[config.mk]
export PLATFORM = sky130hd
export DESIGN_NAME = retransmit_message_queue_unit_flat
export DESIGN_NICKNAME = d
export VERILOG_FILES = /design/src/rtl/rmq_pkg.sv /design/src/rtl/rmq_if.sv /design/src/rtl/retransmit_message_queue_unit.sv /design/src/rtl/rmq_ram.sv /design/src/flat_wrapper.sv
export VERILOG_INCLUDE_DIRS = /design/src /design/src/rtl
export SDC_FILE = /design/constraint.sdc
export NUM_CORES = 2
export LEC_CHECK = 0
export ABC_AREA = 1
export BUFFER_PORTS_ARGS = -buffer_cell sky130_fd_sc_hd__buf_4
export CAP_MARGIN = 20
export CORE_MARGIN = 5
export CORE_UTILIZATION = 35
export DETAILED_ROUTE_END_ITERATION = 8
export PLACE_DENSITY = 0.46
export RECOVER_POWER = 50
export SLEW_MARGIN = 0
export SYNTH_ARGS = -nofsm -noshare
export SYNTH_HDL_FRONTEND = slang
export SYNTH_SLANG_ARGS = --single-unit
[constraint.sdc]
create_clock -name clk -period 10.5 [get_ports clk]
set_input_delay 1.575 -clock clk [delete_from_list [all_inputs] [get_ports clk]]
set_output_delay 1.575 -clock clk [all_outputs]
set_load 0.005 [all_outputs]
[src/rtl/retransmit_message_queue_unit_defines.svh]
// Assertion macros for the retransmit message queue unit.
`ifndef RETRANSMIT_MESSAGE_QUEUE_UNIT_DEFINES_SVH
`define RETRANSMIT_MESSAGE_QUEUE_UNIT_DEFINES_SVH
`ifndef NO_ASSERTIONS
// Same-cycle implication, checked on clk, off during rst.
`define RMQ_ASSERT_IMP(label, ante, cons) \
  label: assert property (@(posedge clk) disable iff (rst) (ante) |-> (cons)) \
    else $error("rmq assertion failed");
// Next-cycle implication, checked on clk, off during rst.
`define RMQ_ASSERT_NEXT(label, ante, cons) \
  label: assert property (@(posedge clk) disable iff (rst) (ante) |=> (cons)) \
    else $error("rmq assertion failed");
`else
`define RMQ_ASSERT_IMP(label, ante, cons)
`define RMQ_ASSERT_NEXT(label, ante, cons)
`endif
`endif

[src/rtl/rmq_pkg.sv]
// Shared types and constants of the retransmit message queue unit.
`default_nettype none
package rmq_pkg;
  localparam int DEPTH_DEF      = 16;
  localparam int HANDLE_MAX_DEF = 32767;
  localparam int TIME_BITS_DEF  = 32;
  localparam int CFG_IDX_W      = 8;
  localparam int CFG_DATA_W     = 16;

  localparam logic [1:0] CMD_ENQ     = 2'd0;
  localparam logic [1:0] CMD_CONFIRM = 2'd1;
  localparam logic [1:0] CMD_TX      = 2'd2;
  localparam logic [1:0] CMD_DROP    = 2'd3;

  localparam logic [1:0] ST_OOM      = 2'd1;
  localparam logic [1:0] ST_BUF_FULL = 2'd2;

  localparam logic [CFG_IDX_W-1:0] REG_CAPACITY = 8'd0;
  localparam logic [CFG_IDX_W-1:0] REG_ACK_TO   = 8'd1;
  localparam logic [CFG_IDX_W-1:0] REG_RETRY_TO = 8'd2;
  localparam logic [CFG_IDX_W-1:0] REG_MAX_RETR = 8'd3;

  localparam logic [4:0]  CAPACITY_RST = 5'd16;
  localparam logic [15:0] ACK_TO_RST   = 16'd5;
  localparam logic [15:0] RETRY_TO_RST = 16'd1;
  localparam logic [7:0]  MAX_RETR_RST = 8'd3;

  typedef enum logic [2:0] {
    S_IDLE, S_SETUP, S_RD, S_EV, S_FIN, S_DONE
  } state_t;
endpackage
`default_nettype wire

[src/rtl/rmq_if.sv]
// Channel interfaces: command input, result output, configuration write.
`default_nettype none
interface rmq_in_if #(parameter int TIME_BITS = rmq_pkg::TIME_BITS_DEF);
  logic                 valid;
  logic                 ready;
  logic [1:0]           cmd;
  logic [TIME_BITS-1:0] now;
  logic [15:0]          packet_ref;
  logic [15:0]          handle_in;
  logic [1:0]           confirm_status;
  modport source (output valid, cmd, now, packet_ref, handle_in, confirm_status,
                  input ready);
  modport sink (input valid, cmd, now, packet_ref, handle_in, confirm_status,
                output ready);
endinterface

interface rmq_out_if;
  logic        valid;
  logic        ready;
  logic        ok;
  logic [15:0] handle_out;
  logic [15:0] sent_packet;
  logic        removed_after_send;
  logic [4:0]  dropped_count;
  logic [4:0]  occupancy;
  logic        blocked;
  modport source (output valid, ok, handle_out, sent_packet, removed_after_send,
                  dropped_count, occupancy, blocked, input ready);
  modport sink (input valid, ok, handle_out, sent_packet, removed_after_send,
                dropped_count, occupancy, blocked, output ready);
endinterface

interface rmq_cfg_if;
  logic                           valid;
  logic                           ready;
  logic [rmq_pkg::CFG_IDX_W-1:0]  index;
  logic [rmq_pkg::CFG_DATA_W-1:0] data;
  modport source (output valid, index, data, input ready);
  modport sink (input valid, index, data, output ready);
endinterface
`default_nettype wire

[src/rtl/retransmit_message_queue_unit.sv]
// Retransmit message queue: ordered table of packets awaiting acknowledgement.
// Enqueue and blocked transmit go from SETUP straight to DONE; confirm, transmit
// and drop scan the table entry by entry in RD and EV through the single RAM
// read port, then pass FIN before DONE. One item at a time: a new command beat is
// taken only after the result beat of the last one has been taken.
// Reset (synchronous rst) empties the table, clears counter and block, loads defaults.
`default_nettype none
`include "retransmit_message_queue_unit_defines.svh"
module retransmit_message_queue_unit #(
  parameter int QUEUE_DEPTH = rmq_pkg::DEPTH_DEF,
  parameter int HANDLE_MAX  = rmq_pkg::HANDLE_MAX_DEF,
  parameter int TIME_BITS   = rmq_pkg::TIME_BITS_DEF
) (
  input wire logic clk,
  input wire logic rst,
  rmq_in_if.sink   in_ch,
  rmq_out_if.source out_ch,
  rmq_cfg_if.sink  cfg
);
  localparam int AW = (QUEUE_DEPTH > 1) ? $clog2(QUEUE_DEPTH) : 1;
  localparam int CW = $clog2(QUEUE_DEPTH + 1);
  localparam int NW = TIME_BITS + 2;               // signed next-send width
  localparam int PW = 25;                          // (max_retries+1)*ack_timeout
  localparam int LW = ((TIME_BITS > PW) ? TIME_BITS : PW) + 2;
  localparam int EW = 16 + 16 + TIME_BITS + NW + 8;

  // Configuration registers; writes must come only while idle, which the block does not enforce.
  logic [4:0]  capacity;
  logic [15:0] ack_timeout;
  logic [15:0] retry_timeout;
  logic [7:0]  max_retries;

  assign cfg.ready = 1'b1;

  always_ff @(posedge clk) begin
    if (rst) begin
      capacity      <= rmq_pkg::CAPACITY_RST;
      ack_timeout   <= rmq_pkg::ACK_TO_RST;
      retry_timeout <= rmq_pkg::RETRY_TO_RST;
      max_retries   <= rmq_pkg::MAX_RETR_RST;
    end else if (cfg.valid) begin
      unique case (cfg.index)
        rmq_pkg::REG_CAPACITY: capacity      <= cfg.data[4:0];
        rmq_pkg::REG_ACK_TO:   ack_timeout   <= cfg.data;
        rmq_pkg::REG_RETRY_TO: retry_timeout <= cfg.data;
        rmq_pkg::REG_MAX_RETR: max_retries   <= cfg.data[7:0];
        default: ;
      endcase
    end
  end

  // Sequencer and datapath registers.
  rmq_pkg::state_t st, st_next;

  logic [1:0]           cmd_q;
  logic [TIME_BITS-1:0] now_q;
  logic [15:0]          pref_q;
  logic [15:0]          hin_q;
  logic [1:0]           status_q;
  logic [PW-1:0]        prod_q;
  logic signed [LW-1:0] limit_q;

  logic [CW-1:0] count;
  logic [15:0]   hcnt;
  logic          blk;
  logic [CW-1:0] rd;
  logic [CW-1:0] wr;
  logic          found;

  logic        res_ok;
  logic [15:0] res_hout;
  logic [15:0] res_sent;
  logic        res_rem;
  logic [4:0]  res_drop;

  // Table storage: one word per entry.
  logic          ram_we;
  logic [AW-1:0] ram_waddr;
  logic [EW-1:0] ram_wdata;
  logic [AW-1:0] ram_raddr;
  logic [EW-1:0] ram_rdata;

  rmq_ram #(.WIDTH(EW), .DEPTH(QUEUE_DEPTH)) u_table (
    .clk   (clk),
    .we    (ram_we),
    .waddr (ram_waddr),
    .wdata (ram_wdata),
    .raddr (ram_raddr),
    .rdata (ram_rdata)
  );

  // Saturate a wide next-send sum into the signed NW range.
  function automatic logic [NW-1:0] clamp_ns(input logic signed [NW+1:0] v);
    logic signed [NW+1:0] hi;
    logic signed [NW+1:0] lo;
    hi = $signed({3'b000, {(NW-1){1'b1}}});
    lo = -hi - $signed((NW+2)'(1));
    if (v > hi) begin
      return hi[NW-1:0];
    end else if (v < lo) begin
      return lo[NW-1:0];
    end
    return v[NW-1:0];
  endfunction

  // Unpack the entry read in the previous cycle.
  logic [15:0]           d_pkt;
  logic [15:0]           d_hdl;
  logic [TIME_BITS-1:0]  d_first;
  logic signed [NW-1:0]  d_next;
  logic [7:0]            d_ret;
  assign {d_pkt, d_hdl, d_first, d_next, d_ret} = ram_rdata;

  logic [7:0]           bumped;
  logic                 tx_hit;
  logic                 tx_remove;
  logic                 cf_hit;
  logic                 resched;
  logic                 kill;
  logic [NW-1:0]        cf_next;
  logic [NW-1:0]        tx_next;
  logic [TIME_BITS-1:0] first_new;
  logic [CW-1:0]        rd_inc;
  logic                 last;
  logic                 can_enq;
  logic                 in_acc;

  assign in_acc    = in_ch.valid && in_ch.ready;
  assign bumped    = (d_ret == 8'hFF) ? d_ret : d_ret + 8'd1;
  assign tx_hit    = (d_pkt != 16'd0) && (d_next <= $signed({2'b00, now_q}));
  assign tx_remove = bumped >= max_retries;
  assign cf_hit    = d_hdl == hin_q;
  assign resched   = (d_pkt != 16'd0) &&
                     (status_q == rmq_pkg::ST_OOM || status_q == rmq_pkg::ST_BUF_FULL);
  assign kill      = (d_pkt != 16'd0) && ((d_ret > max_retries) ||
                     ((d_first != '0) &&
                      (limit_q >= $signed({{(LW-TIME_BITS){1'b0}}, d_first}))));
  assign cf_next   = clamp_ns($signed({{2{d_next[NW-1]}}, d_next})
                              - $signed({{(NW-14){1'b0}}, ack_timeout})
                              + $signed({{(NW-14){1'b0}}, retry_timeout}));
  assign tx_next   = clamp_ns($signed({4'b0000, now_q})
                              + $signed({{(NW-14){1'b0}}, ack_timeout}));
  assign first_new = (d_first == '0) ? now_q : d_first;
  assign rd_inc    = rd + CW'(1);
  assign last      = rd_inc == count;
  assign can_enq   = (32'(count) < 32'(capacity)) && (32'(count) < QUEUE_DEPTH);

  always_ff @(posedge clk) begin
    if (rst) begin
      st <= rmq_pkg::S_IDLE;
    end else begin
      st <= st_next;
    end
  end

  // Next state and table access.
  always_comb begin
    st_next   = st;
    ram_we    = 1'b0;
    ram_waddr = wr[AW-1:0];
    ram_wdata = ram_rdata;
    ram_raddr = rd[AW-1:0];
    unique case (st)
      rmq_pkg::S_IDLE: begin
        if (in_acc) begin
          st_next = rmq_pkg::S_SETUP;
        end
      end
      rmq_pkg::S_SETUP: begin
        if (cmd_q == rmq_pkg::CMD_ENQ) begin
          // Append a fresh entry at the tail.
          ram_we    = can_enq;
          ram_waddr = count[AW-1:0];
          ram_wdata = {pref_q, hin_q | hcnt, {TIME_BITS{1'b0}}, {NW{1'b0}}, 8'd0};
          st_next   = rmq_pkg::S_DONE;
        end else if (cmd_q == rmq_pkg::CMD_TX && blk) begin
          st_next = rmq_pkg::S_DONE;
        end else if (count == '0) begin
          st_next = rmq_pkg::S_FIN;
        end else begin
          st_next = rmq_pkg::S_RD;
        end
      end
      rmq_pkg::S_RD: begin
        st_next = rmq_pkg::S_EV;
      end
      rmq_pkg::S_EV: begin
        st_next = last ? rmq_pkg::S_FIN : rmq_pkg::S_RD;
        if (cmd_q == rmq_pkg::CMD_DROP) begin
          // Compact survivors toward the head.
          ram_we = !kill;
        end else if (found) begin
          // Close the gap left by a removed entry.
          ram_we = 1'b1;
        end else if (cmd_q == rmq_pkg::CMD_CONFIRM && cf_hit) begin
          if (resched) begin
            ram_we    = 1'b1;
            ram_waddr = rd[AW-1:0];
            ram_wdata = {d_pkt, d_hdl, d_first, cf_next, bumped};
            st_next   = rmq_pkg::S_FIN;
          end
        end else if (cmd_q == rmq_pkg::CMD_TX && tx_hit) begin
          if (!tx_remove) begin
            ram_we    = 1'b1;
            ram_waddr = rd[AW-1:0];
            ram_wdata = {d_pkt, d_hdl, first_new, tx_next, bumped};
            st_next   = rmq_pkg::S_FIN;
          end
        end
      end
      rmq_pkg::S_FIN: begin
        st_next = rmq_pkg::S_DONE;
      end
      rmq_pkg::S_DONE: begin
        if (out_ch.ready) begin
          st_next = rmq_pkg::S_IDLE;
        end
      end
      default: st_next = rmq_pkg::S_IDLE;
    endcase
  end

  // Control state.
  always_ff @(posedge clk) begin
    if (rst) begin
      count <= '0;
      hcnt  <= '0;
      blk   <= 1'b0;
      found <= 1'b0;
      rd    <= '0;
      wr    <= '0;
    end else begin
      unique case (st)
        rmq_pkg::S_SETUP: begin
          rd    <= '0;
          wr    <= '0;
          found <= 1'b0;
          if (cmd_q == rmq_pkg::CMD_ENQ && can_enq) begin
            count <= count + CW'(1);
            hcnt  <= (hcnt == 16'(HANDLE_MAX)) ? 16'd0 : hcnt + 16'd1;
          end
        end
        rmq_pkg::S_EV: begin
          rd <= rd_inc;
          if (cmd_q == rmq_pkg::CMD_DROP) begin
            if (!kill) begin
              wr <= wr + CW'(1);
            end
          end else if (found) begin
            wr <= wr + CW'(1);
          end else if (cmd_q == rmq_pkg::CMD_CONFIRM && cf_hit) begin
            if (!resched) begin
              found <= 1'b1;
              wr    <= rd;
              blk   <= 1'b0;
            end
          end else if (cmd_q == rmq_pkg::CMD_TX && tx_hit) begin
            blk <= 1'b1;
            if (tx_remove) begin
              found <= 1'b1;
              wr    <= rd;
            end
          end
        end
        rmq_pkg::S_FIN: begin
          if (cmd_q == rmq_pkg::CMD_DROP) begin
            count <= wr;
          end else if (found) begin
            count <= count - CW'(1);
          end
        end
        default: ;
      endcase
    end
  end

  // Command latch and result fields.
  always_ff @(posedge clk) begin
    unique case (st)
      rmq_pkg::S_IDLE: begin
        if (in_acc) begin
          cmd_q    <= in_ch.cmd;
          now_q    <= in_ch.now;
          pref_q   <= in_ch.packet_ref;
          hin_q    <= in_ch.handle_in;
          status_q <= in_ch.confirm_status;
          prod_q   <= PW'({1'b0, max_retries} + 9'd1) * PW'(ack_timeout);
          res_ok   <= 1'b0;
          res_hout <= '0;
          res_sent <= '0;
          res_rem  <= 1'b0;
          res_drop <= '0;
        end
      end
      rmq_pkg::S_SETUP: begin
        limit_q <= $signed({{(LW-TIME_BITS){1'b0}}, now_q})
                   - $signed({{(LW-PW){1'b0}}, prod_q});
        if (cmd_q == rmq_pkg::CMD_DROP) begin
          res_ok <= 1'b1;
        end else if (cmd_q == rmq_pkg::CMD_ENQ && can_enq) begin
          res_ok   <= 1'b1;
          res_hout <= hin_q | hcnt;
        end
      end
      rmq_pkg::S_EV: begin
        if (cmd_q == rmq_pkg::CMD_DROP) begin
          if (kill) begin
            res_drop <= res_drop + 5'd1;
          end
        end else if (!found && cmd_q == rmq_pkg::CMD_CONFIRM && cf_hit) begin
          res_ok <= 1'b1;
        end else if (!found && cmd_q == rmq_pkg::CMD_TX && tx_hit) begin
          res_ok   <= 1'b1;
          res_hout <= d_hdl;
          res_sent <= d_pkt;
          res_rem  <= tx_remove;
        end
      end
      default: ;
    endcase
  end

  // Ports: the result beat holds in its register until taken.
  assign in_ch.ready               = st == rmq_pkg::S_IDLE;
  assign out_ch.valid              = st == rmq_pkg::S_DONE;
  assign out_ch.ok                 = res_ok;
  assign out_ch.handle_out         = res_hout;
  assign out_ch.sent_packet        = res_sent;
  assign out_ch.removed_after_send = res_rem;
  assign out_ch.dropped_count      = res_drop;
  assign out_ch.occupancy          = 5'(count);
  assign out_ch.blocked            = blk;

  `RMQ_ASSERT_IMP(a_count_bound, 1'b1, 32'(count) <= QUEUE_DEPTH)
  `RMQ_ASSERT_IMP(a_one_side, in_ch.ready, !out_ch.valid)
  `RMQ_ASSERT_IMP(a_compact_order, st == rmq_pkg::S_EV, wr <= rd && rd < count)
  `RMQ_ASSERT_NEXT(a_accept_setup, in_acc, st == rmq_pkg::S_SETUP)
endmodule
`default_nettype wire

[src/rtl/rmq_ram.sv]
// Generic single-write, single-read RAM with registered read data.
`default_nettype none
module rmq_ram #(
  parameter  int WIDTH = 8,
  parameter  int DEPTH = 16,
  localparam int AW    = (DEPTH > 1) ? $clog2(DEPTH) : 1
) (
  input  wire logic             clk,
  input  wire logic             we,
  input  wire logic [AW-1:0]    waddr,
  input  wire logic [WIDTH-1:0] wdata,
  input  wire logic [AW-1:0]    raddr,
  output logic      [WIDTH-1:0] rdata
);
  logic [WIDTH-1:0] mem [DEPTH];

  always_ff @(posedge clk) begin
    if (we) begin
      mem[waddr] <= wdata;
    end
    rdata <= mem[raddr];
  end
endmodule
`default_nettype wire

[src/flat_wrapper.sv]
// flat-port wrapper written by rule: the top's interface ports become plain ports
module retransmit_message_queue_unit_flat 
#(
  parameter int QUEUE_DEPTH = rmq_pkg::DEPTH_DEF,
  parameter int HANDLE_MAX  = rmq_pkg::HANDLE_MAX_DEF,
  parameter int TIME_BITS   = rmq_pkg::TIME_BITS_DEF
)
  (clk, rst, in_ch_valid, in_ch_cmd, in_ch_now, in_ch_packet_ref, in_ch_handle_in, in_ch_confirm_status, in_ch_ready, out_ch_valid, out_ch_ok, out_ch_handle_out, out_ch_sent_packet, out_ch_removed_after_send, out_ch_dropped_count, out_ch_occupancy, out_ch_blocked, out_ch_ready, cfg_valid, cfg_index, cfg_data, cfg_ready);
  rmq_in_if #(.TIME_BITS(TIME_BITS)) in_ch_i ();
  rmq_out_if out_ch_i ();
  rmq_cfg_if cfg_i ();
  input wire logic clk;
  input wire logic rst;
  input wire logic [$bits(in_ch_i.valid)-1:0] in_ch_valid;
  input wire logic [$bits(in_ch_i.cmd)-1:0] in_ch_cmd;
  input wire logic [$bits(in_ch_i.now)-1:0] in_ch_now;
  input wire logic [$bits(in_ch_i.packet_ref)-1:0] in_ch_packet_ref;
  input wire logic [$bits(in_ch_i.handle_in)-1:0] in_ch_handle_in;
  input wire logic [$bits(in_ch_i.confirm_status)-1:0] in_ch_confirm_status;
  output wire logic [$bits(in_ch_i.ready)-1:0] in_ch_ready;
  output wire logic [$bits(out_ch_i.valid)-1:0] out_ch_valid;
  output wire logic [$bits(out_ch_i.ok)-1:0] out_ch_ok;
  output wire logic [$bits(out_ch_i.handle_out)-1:0] out_ch_handle_out;
  output wire logic [$bits(out_ch_i.sent_packet)-1:0] out_ch_sent_packet;
  output wire logic [$bits(out_ch_i.removed_after_send)-1:0] out_ch_removed_after_send;
  output wire logic [$bits(out_ch_i.dropped_count)-1:0] out_ch_dropped_count;
  output wire logic [$bits(out_ch_i.occupancy)-1:0] out_ch_occupancy;
  output wire logic [$bits(out_ch_i.blocked)-1:0] out_ch_blocked;
  input wire logic [$bits(out_ch_i.ready)-1:0] out_ch_ready;
  input wire logic [$bits(cfg_i.valid)-1:0] cfg_valid;
  input wire logic [$bits(cfg_i.index)-1:0] cfg_index;
  input wire logic [$bits(cfg_i.data)-1:0] cfg_data;
  output wire logic [$bits(cfg_i.ready)-1:0] cfg_ready;
  assign in_ch_i.valid = in_ch_valid;
  assign in_ch_i.cmd = in_ch_cmd;
  assign in_ch_i.now = in_ch_now;
  assign in_ch_i.packet_ref = in_ch_packet_ref;
  assign in_ch_i.handle_in = in_ch_handle_in;
  assign in_ch_i.confirm_status = in_ch_confirm_status;
  assign in_ch_ready = in_ch_i.ready;
  assign out_ch_valid = out_ch_i.valid;
  assign out_ch_ok = out_ch_i.ok;
  assign out_ch_handle_out = out_ch_i.handle_out;
  assign out_ch_sent_packet = out_ch_i.sent_packet;
  assign out_ch_removed_after_send = out_ch_i.removed_after_send;
  assign out_ch_dropped_count = out_ch_i.dropped_count;
  assign out_ch_occupancy = out_ch_i.occupancy;
  assign out_ch_blocked = out_ch_i.blocked;
  assign out_ch_i.ready = out_ch_ready;
  assign cfg_i.valid = cfg_valid;
  assign cfg_i.index = cfg_index;
  assign cfg_i.data = cfg_data;
  assign cfg_ready = cfg_i.ready;
  retransmit_message_queue_unit #(.QUEUE_DEPTH(QUEUE_DEPTH), .HANDLE_MAX(HANDLE_MAX), .TIME_BITS(TIME_BITS)) u_core (.clk(clk), .rst(rst), .in_ch(in_ch_i), .out_ch(out_ch_i), .cfg(cfg_i));
endmodule
==> run_results.csv <==
group,metric,value,unit
timing,fmax,119,MHz
power_and_ir_drop,p_leak,37.0,nW
timing,tightest_slew,3.93,ns
clock_tree,cts_htree_levels,4,
drt,num_vias,64527,
logic_synthesis,synth_seq_area_share,64.6,%
power_and_ir_drop,ir_drop,0.184,mV
floorplanning,fp.dieW,524,µm
clock_tree,clock_sinks,2048,
power_and_ir_drop,power.density,215,nW/µm²
drt,vias_per_cell,5.42,
logic_synthesis,syn_inst,8108,
placed_design,pre_cts_ws,3.35,ns
layout,drive_gt1_share,7.90,%
floorplanning,initial_utilization,35.2,%
logic_synthesis,synth-seq-cells,2048,
flow_run,maxCapViolCount,15,
timing,min_period,8.40,ns
logic_synthesis,ys.warnings.count,0,
grt,first_global_vias,62586,
logic_synthesis,syn-num-nets,8518,
logic_synthesis,synth_area_per_cell,11.4,µm²
clock_tree,tritoncts,"done",
drt,postRouteAntennaNets,0,
timing,hold_viol_final,0,
drt,drc,0,
grt,antenna_found_initial,16,
critical_path,cp-end-kind,"flop",
timing,fin_tns_setup,0,ns
grt,grt_pass1_wl,444000,µm
logic_synthesis,ys_async_sr_fraction,0,%
logic_synthesis,synth_cell_types,63,
worst_hold_path,hold_path.class,"flop to flop",
critical_path,start_kind,"flop",
floorplanning,die_y,524,µm
clock_tree,cts_root_buffer,"clkbuf_16",
timing,drv_slew,686,
timing,finClkSkew,0.0803,ns
timing,rsz0062_at_grt,"no",
timing,post-route-period-util,80.0,%
placed_design,io_buffers,143,
placed_design,gp_congestion,0.912,
placed_design,placed_cells,11467,
drt,finalWirelength,306000,µm
logic_synthesis,synthFlopType,"edfxtp_1",
clock_tree,clk_latency,0.89,ns
drt,drt_pass1_iterations,6,
layout,multi_input_area,28900,µm²
critical_path,cp.arrival,8.85,ns
run_status,failed_checks,"max-capacitance violations, max-slew violations",
layout,register_area,59600,µm²
floorplanning,rows,188,
placed_design,hpwl,182000,µm
logic_synthesis,synth_edf_count,1861,
timing,setup_slack,2.10,ns
drt,routedWlPerCell,25.7,µm
logic_synthesis,synth_area,92300,µm²
clock_tree,ctsResizeCount,0,
clock_tree,post-cts-setup-buffer-count,0,
floorplanning,ioPinCount,145,
grt,grt_max_degree,202,
grt,grt.total_usage,21.7,%
layout,area_growth_syn_to_layout,13.3,%
clock_tree,numCtsBuffers,219,
layout,final_cell_count_no_fill,11900,
layout,nFillCells,25280,
floorplanning,core,263000,µm²
critical_path,cp.required,10.95,ns
critical_path,worstSetupPathType,"flop to flop",
timing,slew_headroom,-162,%
floorplanning,fp.dieArea,274000,µm²
run_status,status,"finished with violations",
grt,globalRoute.totalOverflow,0,
critical_path,cp_max_fo,47,
clock_tree,cts_buffer_depth,3,
clock_tree,cts_hold_buf,0,
layout,fin_nets,8598,
timing,setup-violations-final,0,
clock_tree,clk_pin_slew,0.06,ns
drt,drt_iter0_drc,5950,
layout by cell type (no fill, tap or decap), types with 16 or more instances in the layout:
cell type  instances
bufinv_16         22
xnor2_1           29
xor2_1           106
o22ai_1           89
o21ai_1           19
edfxtp_1        1861
clkinv_1          39
clkinv_2          45
nand3_2           18
a21oi_1          265
nor2_2            16
nand2_2           31
nor2_4            17
nor2_1          1145
o21ai_0         1116
dfxtp_1          184
nor4_1            28
clkbuf_1         167
nand2_1          886
nand4_1           48
o221ai_1         353
clkbuf_4          75
fa_1             103
a22oi_1           21
ha_1             210
clkbuf_16        221
inv_2             17
nand3_1          252
buf_4             97
inv_1            530
o211ai_1         137
clkbuf_8          19
nor3_1            53
Yosys cell counts, types with 5 or more instances:
cell type | count | share of area (%)
edfxtp_1 | 1861 | 61
nor2_1 | 1156 | 4.7
o21ai_0 | 1123 | 6.1
nand2_1 | 887 | 3.6
inv_1 | 531 | 2.2
clkbuf_1 | 398 | 1.6
o221ai_1 | 353 | 3.3
a21oi_1 | 265 | 1.4
nand3_1 | 253 | 1.4
ha_1 | 210 | 2.8
dfxtp_1 | 187 | 4.1
o211ai_1 | 137 | 1.1
xor2_1 | 106 | 1.0
fa_1 | 103 | 2.2
o22ai_1 | 89 | 0.60
nor3_1 | 53 | 0.29
nand4_1 | 48 | 0.33
buf_1 | 32 | 0.13
nand2_2 | 30 | 0.20
xnor2_1 | 29 | 0.28
nor4_1 | 28 | 0.19
a22oi_1 | 21 | 0.17
inv_2 | 20 | 0.081
nand3_2 | 17 | 0.18
o21ai_1 | 17 | 0.092
or2_2 | 15 | 0.10
nor2_2 | 14 | 0.095
a21boi_0 | 10 | 0.081
a31oi_1 | 10 | 0.068
buf_4 | 9 | 0.073
o21bai_1 | 9 | 0.073
a32oi_1 | 8 | 0.076
nor2_4 | 8 | 0.098
clkinv_1 | 7 | 0.028
o21a_1 | 7 | 0.057
a211oi_1 | 6 | 0.049
a21o_1 | 5 | 0.041
and3_1 | 5 | 0.034
nand2_4 | 5 | 0.061
final timing paths:
kind,cells after the start,start,end,slack [ns]
worst max-delay path,18,u_core.st[0],u_core.u_table.mem[9][40],2.10
worst max register to register,18,u_core.st[0],u_core.u_table.mem[9][40],2.10
worst min-delay path,2,u_core.hcnt[9],u_core.hcnt[9],0.47
worst min register to register,2,u_core.hcnt[9],u_core.hcnt[9],0.47
layer usage:
metal  track usage [%]  routed length (µm)
met2              35.2              143000
met1              30.9              139000
met3              2.56               15300
met5                 0                  13
met4              6.24                8990
layout make-up:
cell class | instances | share of cell area, %
Inverter | 558 | 2.03
Multi-Input combinational cell | 5053 | 27.6
Clock inverter | 127 | 1.38
Sequential cell | 2048 | 57.1
Clock buffer | 288 | 5.70
Antenna cell | 3 | 0.00718
Timing Repair Buffer | 308 | 1.99
Tap cell | 3515 | 4.21
sequential cells by signal, summed over array words and instances (netlist names), 25 cells and up:
name                  flops
u_core.limit_q           33
u_core.now_q             32
u_core.prod_q            25
u_core.u_table.mem     1696
u_core.u_table.rdata    106
critical path: stages (launching register included):
cell,delay [ns]
dfxtp_1,0.35
inv_1,0.06
nor2_1,0.08
clkbuf_1,0.50
inv_1,0.39
nor2_1,1.00
inv_1,0.74
nor2_2,0.21
clkbuf_1,1.08
inv_2,0.62
o221ai_1,0.35
inv_1,0.06
nand2_1,0.06
nand2_1,0.08
nor2_1,0.13
nand2_1,0.17
nor2_1,0.40
buf_4,0.65
buf_4,0.92
report_power, final:
part | switching, mW | internal [mW]
Sequential | 0.417 | 10.1
Clock | 3.34 | 4.56
Combinational | 3.03 | 0.984
Total | 6.79 | 15.7
kinds of logic (layout without fill, tap and decap cells):
logic type / count (synthesis) / count (layout) / share of synthesized area (%)
AND/OR/NAND/NOR: 2534 / 2534 / 11.4
AO/OA/AOI/OAI: 2070 / 2070 / 13.4
adder cells (fa/ha/maj): 313 / 313 / 5.08
XOR/XNOR: 135 / 135 / 1.28
buffers and inverters: 1007 / 1281 / 4.21
flip-flops: 2048 / 2048 / 64.6
other: 1 / 4 / 0.00406
stage by stage:
stage	utilization (%)	area [µm²]	total power, mW	hold WS, ns
4_1_cts	40.0	105000	22.8	0.482
6_report	39.8	105000	22.5	0.473
5_1_grt	39.8	105000	23.5	0.514
2_1_floorplan	-	92300	12.9	0.433
3_3_place_gp	37.1	97500	14.8	0.471
3_5_place_dp	37.2	97500	14.8	0.472
Note: power is estimated with default switching activity, not from simulation.
